===== config.mk =====
export PLATFORM = sky130hd
export DESIGN_NAME = mtfo_init_stage
export DESIGN_NICKNAME = d
export VERILOG_FILES = /design/src/hw/rtl/mtfo_pkg.sv /design/src/hw/rtl/mtfo_init_stage.sv
export SDC_FILE = /design/constraint.sdc
export NUM_CORES = 1
export LEC_CHECK = 0
export ABC_AREA = 1
export BUFFER_PORTS_ARGS = -buffer_cell sky130_fd_sc_hd__buf_4
export CORE_UTILIZATION = 45
export DETAILED_ROUTE_END_ITERATION = 8
export PLACE_DENSITY = 0.74
export SLEW_MARGIN = 20
export SYNTH_ARGS = -nofsm -noshare
export SYNTH_HDL_FRONTEND = slang
export SYNTH_SLANG_ARGS = --single-unit
export TNS_END_PERCENT = 100

===== constraint.sdc =====
create_clock -name clk -period 0.8 [get_ports clk]
set_input_delay 0.04 -clock clk [delete_from_list [all_inputs] [get_ports clk]]
set_output_delay 0.04 -clock clk [all_outputs]
set_load 0.02 [all_outputs]

===== src/hw/rtl/mtfo_pkg.sv =====
`timescale 1ns / 1ps
`default_nettype none

package mtfo_pkg;

    localparam int unsigned WORD_W = 32;
    localparam int unsigned MULT_W = 31;

    localparam logic [WORD_W-1:0] INIT_MULT  = 32'd1812433253;
    localparam logic [WORD_W-1:0] TWIST_MAT  = 32'h9908_b0df;
    localparam logic [WORD_W-1:0] TEMPER_B   = 32'd2636928640;
    localparam logic [WORD_W-1:0] TEMPER_C   = 32'd4022730752;
    localparam logic [WORD_W-1:0] UPPER_BIT  = 32'h8000_0000;
    localparam logic [WORD_W-1:0] LOW_MASK   = 32'h7fff_ffff;

    // Last state word produced by the seeding recurrence, and the words we keep.
    localparam int unsigned LAST_WORD = 398;
    localparam int unsigned STEP_W    = $clog2(LAST_WORD + 1);
    localparam logic [STEP_W-1:0] KEEP_W1   = STEP_W'(1);
    localparam logic [STEP_W-1:0] KEEP_W2   = STEP_W'(2);
    localparam logic [STEP_W-1:0] KEEP_W397 = STEP_W'(397);

    // One multiplier stage per recurrence step plus one output stage.
    localparam int unsigned PIPE_LATENCY = LAST_WORD + 1;

    typedef struct packed {
        logic [WORD_W-1:0] seed;
        logic [WORD_W-1:0] w1;
        logic [WORD_W-1:0] w2;
        logic [WORD_W-1:0] w397;
        logic [WORD_W-1:0] w;
    } mtfo_word_t;

    function automatic logic [WORD_W-1:0] mtfo_twist(
        input logic [WORD_W-1:0] hi_src,
        input logic [WORD_W-1:0] lo_src,
        input logic [WORD_W-1:0] far_src
    );
        logic [WORD_W-1:0] joined;
        logic [WORD_W-1:0] res;
        joined = (hi_src & UPPER_BIT) | (lo_src & LOW_MASK);
        res    = far_src ^ (joined >> 1);
        if (joined[0])
        begin
            res = res ^ TWIST_MAT;
        end
        return res;
    endfunction

    function automatic logic [WORD_W-1:0] mtfo_temper(input logic [WORD_W-1:0] v_in);
        logic [WORD_W-1:0] v;
        v = v_in;
        v = v ^ (v >> 11);
        v = v ^ ((v << 7) & TEMPER_B);
        v = v ^ ((v << 15) & TEMPER_C);
        v = v ^ (v >> 18);
        return v;
    endfunction

endpackage

`default_nettype wire


===== src/hw/rtl/mtfo_init_stage.sv =====
`timescale 1ns / 1ps
`default_nettype none

// One step of the seeding recurrence: w = INIT_MULT * (w ^ (w >> 30)) + step.
module mtfo_init_stage
    import mtfo_pkg::*;
(
    input  wire logic              clk,
    input  wire logic              rst_n,
    input  wire logic              in_valid,
    input  wire mtfo_word_t        in_data,
    input  wire logic [STEP_W-1:0] step_index,
    output logic                   out_valid,
    output mtfo_word_t             out_data
);

    logic              valid_reg;
    mtfo_word_t        data_reg;
    mtfo_word_t        data_next;
    logic [WORD_W-1:0] mixed;
    logic [WORD_W-1:0] product;
    logic [WORD_W-1:0] new_word;

    always_comb
    begin
        mixed     = in_data.w ^ (in_data.w >> 30);
        product   = mixed * INIT_MULT;
        new_word  = product + WORD_W'(step_index);
        data_next = in_data;
        data_next.w = new_word;
        if (step_index == KEEP_W1)
        begin
            data_next.w1 = new_word;
        end
        if (step_index == KEEP_W2)
        begin
            data_next.w2 = new_word;
        end
        if (step_index == KEEP_W397)
        begin
            data_next.w397 = new_word;
        end
    end

    always_ff @(posedge clk or negedge rst_n)
    begin
        if (!rst_n)
        begin
            valid_reg <= 1'b0;
        end
        else
        begin
            valid_reg <= in_valid;
        end
    end

    always_ff @(posedge clk)
    begin
        data_reg <= data_next;
    end

    assign out_valid = valid_reg;
    assign out_data  = data_reg;

endmodule

`default_nettype wire


==> metrics.yaml <==
status: "complete, but fails checks"
violations: "negative hold slack, negative setup slack"
period_share_pct: 639
syn_to_final_growth_pct: 69.0
finalSetupViolations: 289
synth_cells: 1521
drtIter0Drc: 939
critPathKind: "in2reg"
wl_per_cell_um: 21.0
antenna_found_initial: 1
first_global_vias: 13800
syn_nets: 2082
syn_area_per_cell_um2: 8.91
slew_headroom_pct: 65.0
grt_pass1_wl_um: 77500
cts_hold_buf: 131
worstPathMaxFanout: 4
instances_no_fill: 2620
synth_cell_types: 41
cts.sinks: 161
port_buffers: 332
required_ps: 1130
io_pins: 333
grt_util_all_layers_pct: 33.5
ys_seq_area_share_pct: 23.8
htree_levels: 4
cp-start-kind: "input pin"
synth-edff-count: 0
worstHoldEndpoint: "out_data[0]$_DFF_P_"
register_area_um2: 3250
async_flop_share_pct: 0.621
fin_setup_tns_ps: -451480
layout_common_cells: "490 x buf_4, 284 x inv_1, 269 x nand2_1"
cts-buffers-inserted: 17
cts_tree: "built"
synth_flop_cell: "dfxtp_1"
multi_input_area_um2: 11300
tightest_slew_ps: 523
fp-row-count: 63
maxSlewViolCount: 0
min_from: "step_index[0]"
hold_slack_ps: -146
vias: 13300
dp_cells: 2423
syn_area_um2: 13600
min_path_type: "in2reg"
grt_max_degree: 35
timing.fmax_mhz: 196
drc: 0
viasPerCell: 5.09
grt_overflow: 0
finalHoldViolCount: 2
drt_pass1_iterations: 5
worstPathArrival_ps: 5450
cts-root-buf: "clkbuf_16"
drive_above_1_share_pct: 44.1
fin_ws_ps: -4310
rsz0062_at_grt: "true"
ant_nets: 0
place.gp.congestion: 0.925
fin_crit_ps: 5110
max-cap-violations: 0
final_common_cell: "buf_4"
die_w_um: 176
min_path_cells: 2
dieArea_um2: 30800
nFillCells: 1792
endpoint_kind: "flop"
clock_path_buffers: 2
place_hpwl_um: 39300
wl_um: 55000
ys.warnings.count: 0
clkTransAtPathRegs_ps: 80
die_y_um: 176
ys_seq_elements: 161
design.core.area_um2: 29600
start_util_pct: 45.7
nets: 2777
==> synth_stat cells (11+ instances only) <==
cell / n / area, um2
a21oi_1: 30 / 150
clkbuf_1: 12 / 45.0
dfxtp_1: 160 / 3200
fa_1: 151 / 3020
ha_1: 238 / 2980
inv_1: 338 / 1270
nand2_1: 319 / 1200
nand2_2: 11 / 68.8
nand3_1: 45 / 225
nor2_1: 44 / 165
o21ai_0: 55 / 275
xor2_1: 17 / 149
==> layout make-up <==
cell class	instances	area share, %
Multi-Input combinational cell	1001	49.3
Timing Repair Buffer	693	26.0
Sequential cell	161	14.2
Inverter	342	5.75
Tap cell	390	2.13
Clock buffer	17	1.86
Clock inverter	15	0.721
Antenna cell	1	0.0109
==> per-stage QoR <==
step                      setup slack [ps]  instance area [um2]  hold slack [ps]  util (%)
after global routing                 -4500                22900             -148      77.3
after detailed placement             -4850                19100             -183      64.4
after global placement               -4790                19100             -184      64.4
after floorplan                      -4230                14600             -256         -
after CTS                            -4220                22000             -168      74.4
final                                -4310                22900             -146      77.3
==> layer usage <==
layer / routed length, um / global-route usage [%] / up-vias
li1: - / - / 6075
met1: 21000 / 39.6 / 6421
met2: 27600 / 59.0 / 651
met3: 3530 / 6.43 / 181
met4: 2850 / 15.0 / 2
met5: 10 / 0 / -
==> sequential cells by signal (all words and copies together) (netlist names) <==
register   cells
out_valid      1
out_data     160
==> worst max-delay path, cell delays in order <==
cell and delay, ps:
buf_8 110, xnor2_4 210, xnor2_1 140, inv_1 100
ha_2 180, or2_4 250, ha_4 260, inv_2 30
fa_1 470, inv_1 40, ha_2 170, fa_1 500
fa_2 450, fa_1 510, inv_2 40, fa_1 490
inv_2 50, ha_4 310, buf_6 120, nand2_8 60
buf_6 120, o21ai_4 150, a21oi_4 50, nor3_2 170
nor2_1 100, nand2_1 80, nand2_2 100, and2_4 150
==> what timing repair did <==
item / 4_1_cts / 5_1_grt
endpoints found under the setup margin: 288 / 289
pin swaps: 96 / 112
setup buffers: 21 / 16
gates resized for setup: 211 / 175
hold endpoints to repair: 132 / 2
==> worst max-delay path by stage <==
stage          slack [ps]         from  depth (start not counted)                     to
2_1_floorplan       -4230  in_data[31]                         26  out_data[124]$_DFF_P_
4_1_cts             -4220   in_data[0]                         27  out_data[124]$_DFF_P_
5_1_grt             -4500  in_data[30]                         28   out_data[29]$_DFF_P_
3_5_place_dp        -4850  in_data[30]                         27  out_data[124]$_DFF_P_
3_3_place_gp        -4790  in_data[30]                         27  out_data[124]$_DFF_P_
6_report            -4310  in_data[30]                         28   out_data[29]$_DFF_P_
==> cells by family after synthesis <==
logic type      Yosys count  share of synthesized area, %
simple gates            461                          14.3
fa+ha+maj               389                          44.3
buf+inv                 359                          9.99
flops                   161                          23.8
compound gates          115                          4.79
xor+xnor                 36                          2.88
Power is not shown: default switching activity piles up to over one toggle a cycle in this logic, so the estimate is an artifact.
