$ cat src/hw/rtl/mtfo_pkg.sv
`timescale 1ns / 1ps
`default_nettype none

package mtfo_pkg;

    localparam int unsigned WORD_W = 32;
    localparam int unsigned MULT_W = 31;

    localparam logic [WORD_W-1:0] INIT_MULT  = 32'd1812433253;
    localparam logic [WORD_W-1:0] TWIST_MAT  = 32'h9908_b0df;
    localparam logic [WORD_W-1:0] TEMPER_B   = 32'd2636928640;
    localparam logic [WORD_W-1:0] TEMPER_C   = 32'd4022730752;
    localparam logic [WORD_W-1:0] UPPER_BIT  = 32'h8000_0000;
    localparam logic [WORD_W-1:0] LOW_MASK   = 32'h7fff_ffff;

    // Last state word produced by the seeding recurrence, and the words we keep.
    localparam int unsigned LAST_WORD = 398;
    localparam int unsigned STEP_W    = $clog2(LAST_WORD + 1);
    localparam logic [STEP_W-1:0] KEEP_W1   = STEP_W'(1);
    localparam logic [STEP_W-1:0] KEEP_W2   = STEP_W'(2);
    localparam logic [STEP_W-1:0] KEEP_W397 = STEP_W'(397);

    // One multiplier stage per recurrence step plus one output stage.
    localparam int unsigned PIPE_LATENCY = LAST_WORD + 1;

    typedef struct packed {
        logic [WORD_W-1:0] seed;
        logic [WORD_W-1:0] w1;
        logic [WORD_W-1:0] w2;
        logic [WORD_W-1:0] w397;
        logic [WORD_W-1:0] w;
    } mtfo_word_t;

    function automatic logic [WORD_W-1:0] mtfo_twist(
        input logic [WORD_W-1:0] hi_src,
        input logic [WORD_W-1:0] lo_src,
        input logic [WORD_W-1:0] far_src
    );
        logic [WORD_W-1:0] joined;
        logic [WORD_W-1:0] res;
        joined = (hi_src & UPPER_BIT) | (lo_src & LOW_MASK);
        res    = far_src ^ (joined >> 1);
        if (joined[0])
        begin
            res = res ^ TWIST_MAT;
        end
        return res;
    endfunction

    function automatic logic [WORD_W-1:0] mtfo_temper(input logic [WORD_W-1:0] v_in);
        logic [WORD_W-1:0] v;
        v = v_in;
        v = v ^ (v >> 11);
        v = v ^ ((v << 7) & TEMPER_B);
        v = v ^ ((v << 15) & TEMPER_C);
        v = v ^ (v >> 18);
        return v;
    endfunction

endpackage

`default_nettype wire

$ cat src/hw/rtl/mtfo_output_stage.sv
`timescale 1ns / 1ps
`default_nettype none

// Twists the kept words into the first two raw outputs, tempers them and
// forms the odd multipliers.
module mtfo_output_stage
    import mtfo_pkg::*;
(
    input  wire logic         clk,
    input  wire logic         rst_n,
    input  wire logic         in_valid,
    input  wire mtfo_word_t   in_data,
    output logic              done,
    output logic [WORD_W-1:0] seed_echo,
    output logic [MULT_W-1:0] x_multiplier,
    output logic [MULT_W-1:0] z_multiplier
);

    logic              done_reg;
    logic [WORD_W-1:0] seed_reg;
    logic [MULT_W-1:0] x_reg;
    logic [MULT_W-1:0] z_reg;
    logic [WORD_W-1:0] raw0;
    logic [WORD_W-1:0] raw1;
    logic [MULT_W-1:0] x_next;
    logic [MULT_W-1:0] z_next;

    always_comb
    begin
        raw0   = mtfo_temper(mtfo_twist(in_data.seed, in_data.w1, in_data.w397));
        raw1   = mtfo_temper(mtfo_twist(in_data.w1, in_data.w2, in_data.w));
        x_next = raw0[WORD_W-1:1] | MULT_W'(1);
        z_next = raw1[WORD_W-1:1] | MULT_W'(1);
    end

    always_ff @(posedge clk or negedge rst_n)
    begin
        if (!rst_n)
        begin
            done_reg <= 1'b0;
        end
        else
        begin
            done_reg <= in_valid;
        end
    end

    always_ff @(posedge clk)
    begin
        seed_reg <= in_data.seed;
        x_reg    <= x_next;
        z_reg    <= z_next;
    end

    assign done         = done_reg;
    assign seed_echo    = seed_reg;
    assign x_multiplier = x_reg;
    assign z_multiplier = z_reg;

endmodule

`default_nettype wire
$ cat config.mk
export PLATFORM = sky130hd
export DESIGN_NAME = mtfo_output_stage
export DESIGN_NICKNAME = d
export VERILOG_FILES = /design/src/hw/rtl/mtfo_pkg.sv /design/src/hw/rtl/mtfo_output_stage.sv
export SDC_FILE = /design/constraint.sdc
export NUM_CORES = 1
export LEC_CHECK = 0
export ABC_AREA = 1
export CORE_MARGIN = 4
export CORE_UTILIZATION = 36
export DETAILED_ROUTE_END_ITERATION = 8
export DONT_BUFFER_PORTS = 1
export PLACE_DENSITY = 0.52
export SLEW_MARGIN = 20
export SYNTH_ARGS = -nofsm -noshare
export SYNTH_HDL_FRONTEND = slang
export SYNTH_SLANG_ARGS = --single-unit
$ cat constraint.sdc
create_clock -name clk -period 0.8 [get_ports clk]
set_clock_uncertainty 0.15 [all_clocks]
set_input_delay 0.08 -clock clk [delete_from_list [all_inputs] [get_ports clk]]
set_output_delay 0.08 -clock clk [all_outputs]
set_load 0.05 [all_outputs]
==> run summary <==
Via count of the first global-routing pass: 4,660. The kind of end point of the critical path was an output pin. The data arrival at the endpoint of the critical path came out at 0.86 ns. For this run the aggregate overflow at the end of global routing stands at 0. The count of vias placed by the detailed router was 4,804. By startpoint and endpoint, the worst setup path is classified as reg -> out. TritonCTS built the clock tree. For this run, asynchronously set or reset flops after synthesis account for 1.08%. The wire length per cell after detailed routing was 14.4 um. The total net switching power came out at 0.00885 W. The commonest cells after synthesis are nand2_1, dfxtp_1, nand3_1. Summed over its instances, the top area cell type makes up 35.5% of the synthesized netlist area.

The floorplan step set the die width to 128 um. Counting the buffers created by CTS gives 9. In the finished design, the share of the clock period the worst path needs comes to 137%.

Based on the critical path, the design can be clocked at up to 914 MHz. Setup repair after global routing could not meet its margin everywhere. Counting the fill cells in the layout gives 1,171.

The area growth from synthesis to layout is 65.8%. Number of enable-type register cells in the synthesized netlist: 0. Of the total power, the share spent switching nets is 44.5%. The relative contribution of the clock network to total power is 22.1%.

Synthesis produced 726 cells. The DRC violations left was 0. Setup violations remaining at the end of the flow were counted as 96.

Reported max-cap violation count: 0. The path class of the tightest hold or removal check is in -> reg. The sequential fraction of the synthesis area was 36.0%; the standard cell core area was 14,000 sq um. The final core area utilization was 61.4%; the number of buffer cells added on primary ports was 0. The number of hold buffers added after CTS was 34. For the number of top-level pins, the log shows 258. The die height works out to 128 um. Adding up every negative setup slack in the final design gives -20.45 ns. For this configuration, the core starts out at a cell density of 37.0%.

The tools report the share of power burned in registers as 51.4%. The total length of routed wires was 14,700 um; the post-synthesis area per instance was 7.14 sq um. After legalization and detailed placement, the total HPWL measured 11,300 um. The count of pins over their slew limit is 0, and the cell internal power dissipation is 0.0110 W. The worst-case hold slack came out at -0.397 ns. Final number of hold-violating endpoints: 45.

The tools report the final estimated routing congestion in global placement as 0.792. The first global-routing pass estimated 21,700 um of wire. The ratio of routed vias to standard cells was 4.70; the sink count of the clock tree was 93.

The run gives 0 as the warning count from the yosys run. In the post-synthesis netlist, the cell with the most instances is nand2_1. The worst ir drop on vdd was 0.00119 V; the areal power density over the cells was 2320 nW/um^2. In this run the core area contains 43 standard-cell rows. The clock root buffer was clkbuf_16.

The predominant post-synthesis flop cell was dfxtp_1. 0 antenna diodes ended up in the layout. The required time at the worst-slack endpoint was 0.57 ns.

The H-tree was split into 3 levels. In this run the cell area of the synthesized design comes to 5180 sq um. The run gives 3.98 nW as the reported leakage power.

The final net count was 1,001. The register with the most flip-flops in the layout has 32 of them. The detailed-routing iteration count for the pre-antenna-repair pass is 4. The combinational fraction of design power is 26.5%, and the shortest clock period the worst path allows after layout is 1.09 ns.

Global routing used 16.7% of the available tracks. The checks that failed: hold timing, setup timing. The floorplan step defined a die boundary enclosing 16,400 sq um.

Once detail routing completed, the nets flagged for antenna violations numbered 0. The run finished, with violations left. The maximum fanout encountered on the critical timing path is 1, and the register clock-pin slew on the reported worst setup and hold paths is 0.08 ns. For the number of distinct library cells after synthesis, the log shows 21. The logs give -0.294 ns for the least setup slack across all paths after layout and 106 for the violation count after the first detailed-routing iteration.

In this run, synthesis produced a sequential element count of 93. The tools report the maximum clock insertion buffer count as 2. Element type at the critical path start: a flop. Sorting the synthesized cells by area gives the leading types as dfxtp_1, nand2_1, xor2_1, nand3_1, xnor2_1. dfxtp_1 takes more of the synthesized area than any other cell. Entering global routing, the biggest net connects 21 pins.

The number of antenna violations at the first check in global routing is 0. Fraction of final layout cells with drive strength greater than 1: 58.7%.
power by group through the flow:
stage	clock network, W	logic, W	registers [W]
6_report	0.00440	0.00527	0.0102
5_1_grt	0.00475	0.00584	0.0103
4_1_cts	0.00456	0.00441	0.0103
3_5_place_dp	0	0.00422	0.0101
3_3_place_gp	0	0.00411	0.0101
2_1_floorplan	0	0.00309	0.00989
path summary, 6_finish.rpt:
check / start / to / slack, ns / cells after the start
worst max-delay path: done / done / -0.29 / 0
worst min-delay path: in_data[159] / seed_echo[31] / -0.40 / 0
max in group asynchronous: rst_n / done / 0.07 / 2
min in group asynchronous: rst_n / done / 0.32 / 2
kinds of logic (layout without fill, tap and decap cells):
kind of cell,Yosys count,count (layout),synth area share (%)
buffers and inverters,74,190,6.21
other,1,2,0.0724
xor gates and xnor gates,114,114,21.0
DFF,93,93,36.0
and+or+nand+nor,444,444,36.7
stage by stage:
step | area [sq um] | setup slack (ns) | power, W | cells
final | 8590 | -0.294 | 0.0199 | 1023
after floorplan | 6020 | -0.409 | 0.0130 | 727
after CTS | 7550 | -0.311 | 0.0192 | 1005
after global placement | 6590 | -0.487 | 0.0142 | 955
after detailed placement | 6590 | -0.481 | 0.0143 | 955
after global routing | 8590 | -0.329 | 0.0209 | 1023
cell usage in the layout (no fill, tap or decap), types with 25 or more instances in the layout:
master         netlist  layout
dfxtp_4              0      91
buf_4                2      66
nand2_2             18     120
dlygate4sd3_1        0      34
xor2_1              64      36
nand2_1            326     190
nand3_2              8      36
nand3_1             78      42
nand2_4              1      34
inv_2                2      25
per-layer routing:
layer  global-route usage [%]  wire length (um)  up-vias
met5                        0                 0        -
met4                     7.30               475        0
met3                     7.29              1450       34
met2                     30.7              7980      164
met1                     16.1              4830     2179
li1                         -                 -     2427
area by class of cell:
type	instances	area [sq um]	area share [%]
clock inverter	7	93.8	1.09
sequential	93	2210	25.7
clock buffer	9	225	2.62
inverter	68	423	4.92
timing repair inverter	1	11.3	0.131
tap	180	225	2.62
multi-input combinational	560	4490	52.3
timing repair buffer	105	910	10.6
what timing repair did:
action,in CTS,in global routing
buffers inserted,0,17
resized for setup,102,222
setup endpoints to repair,101,126
pin swaps,3,112
gates cloned,0,1
hold endpoints to repair,81,39
Note: power is estimated with default switching activity, not from simulation.
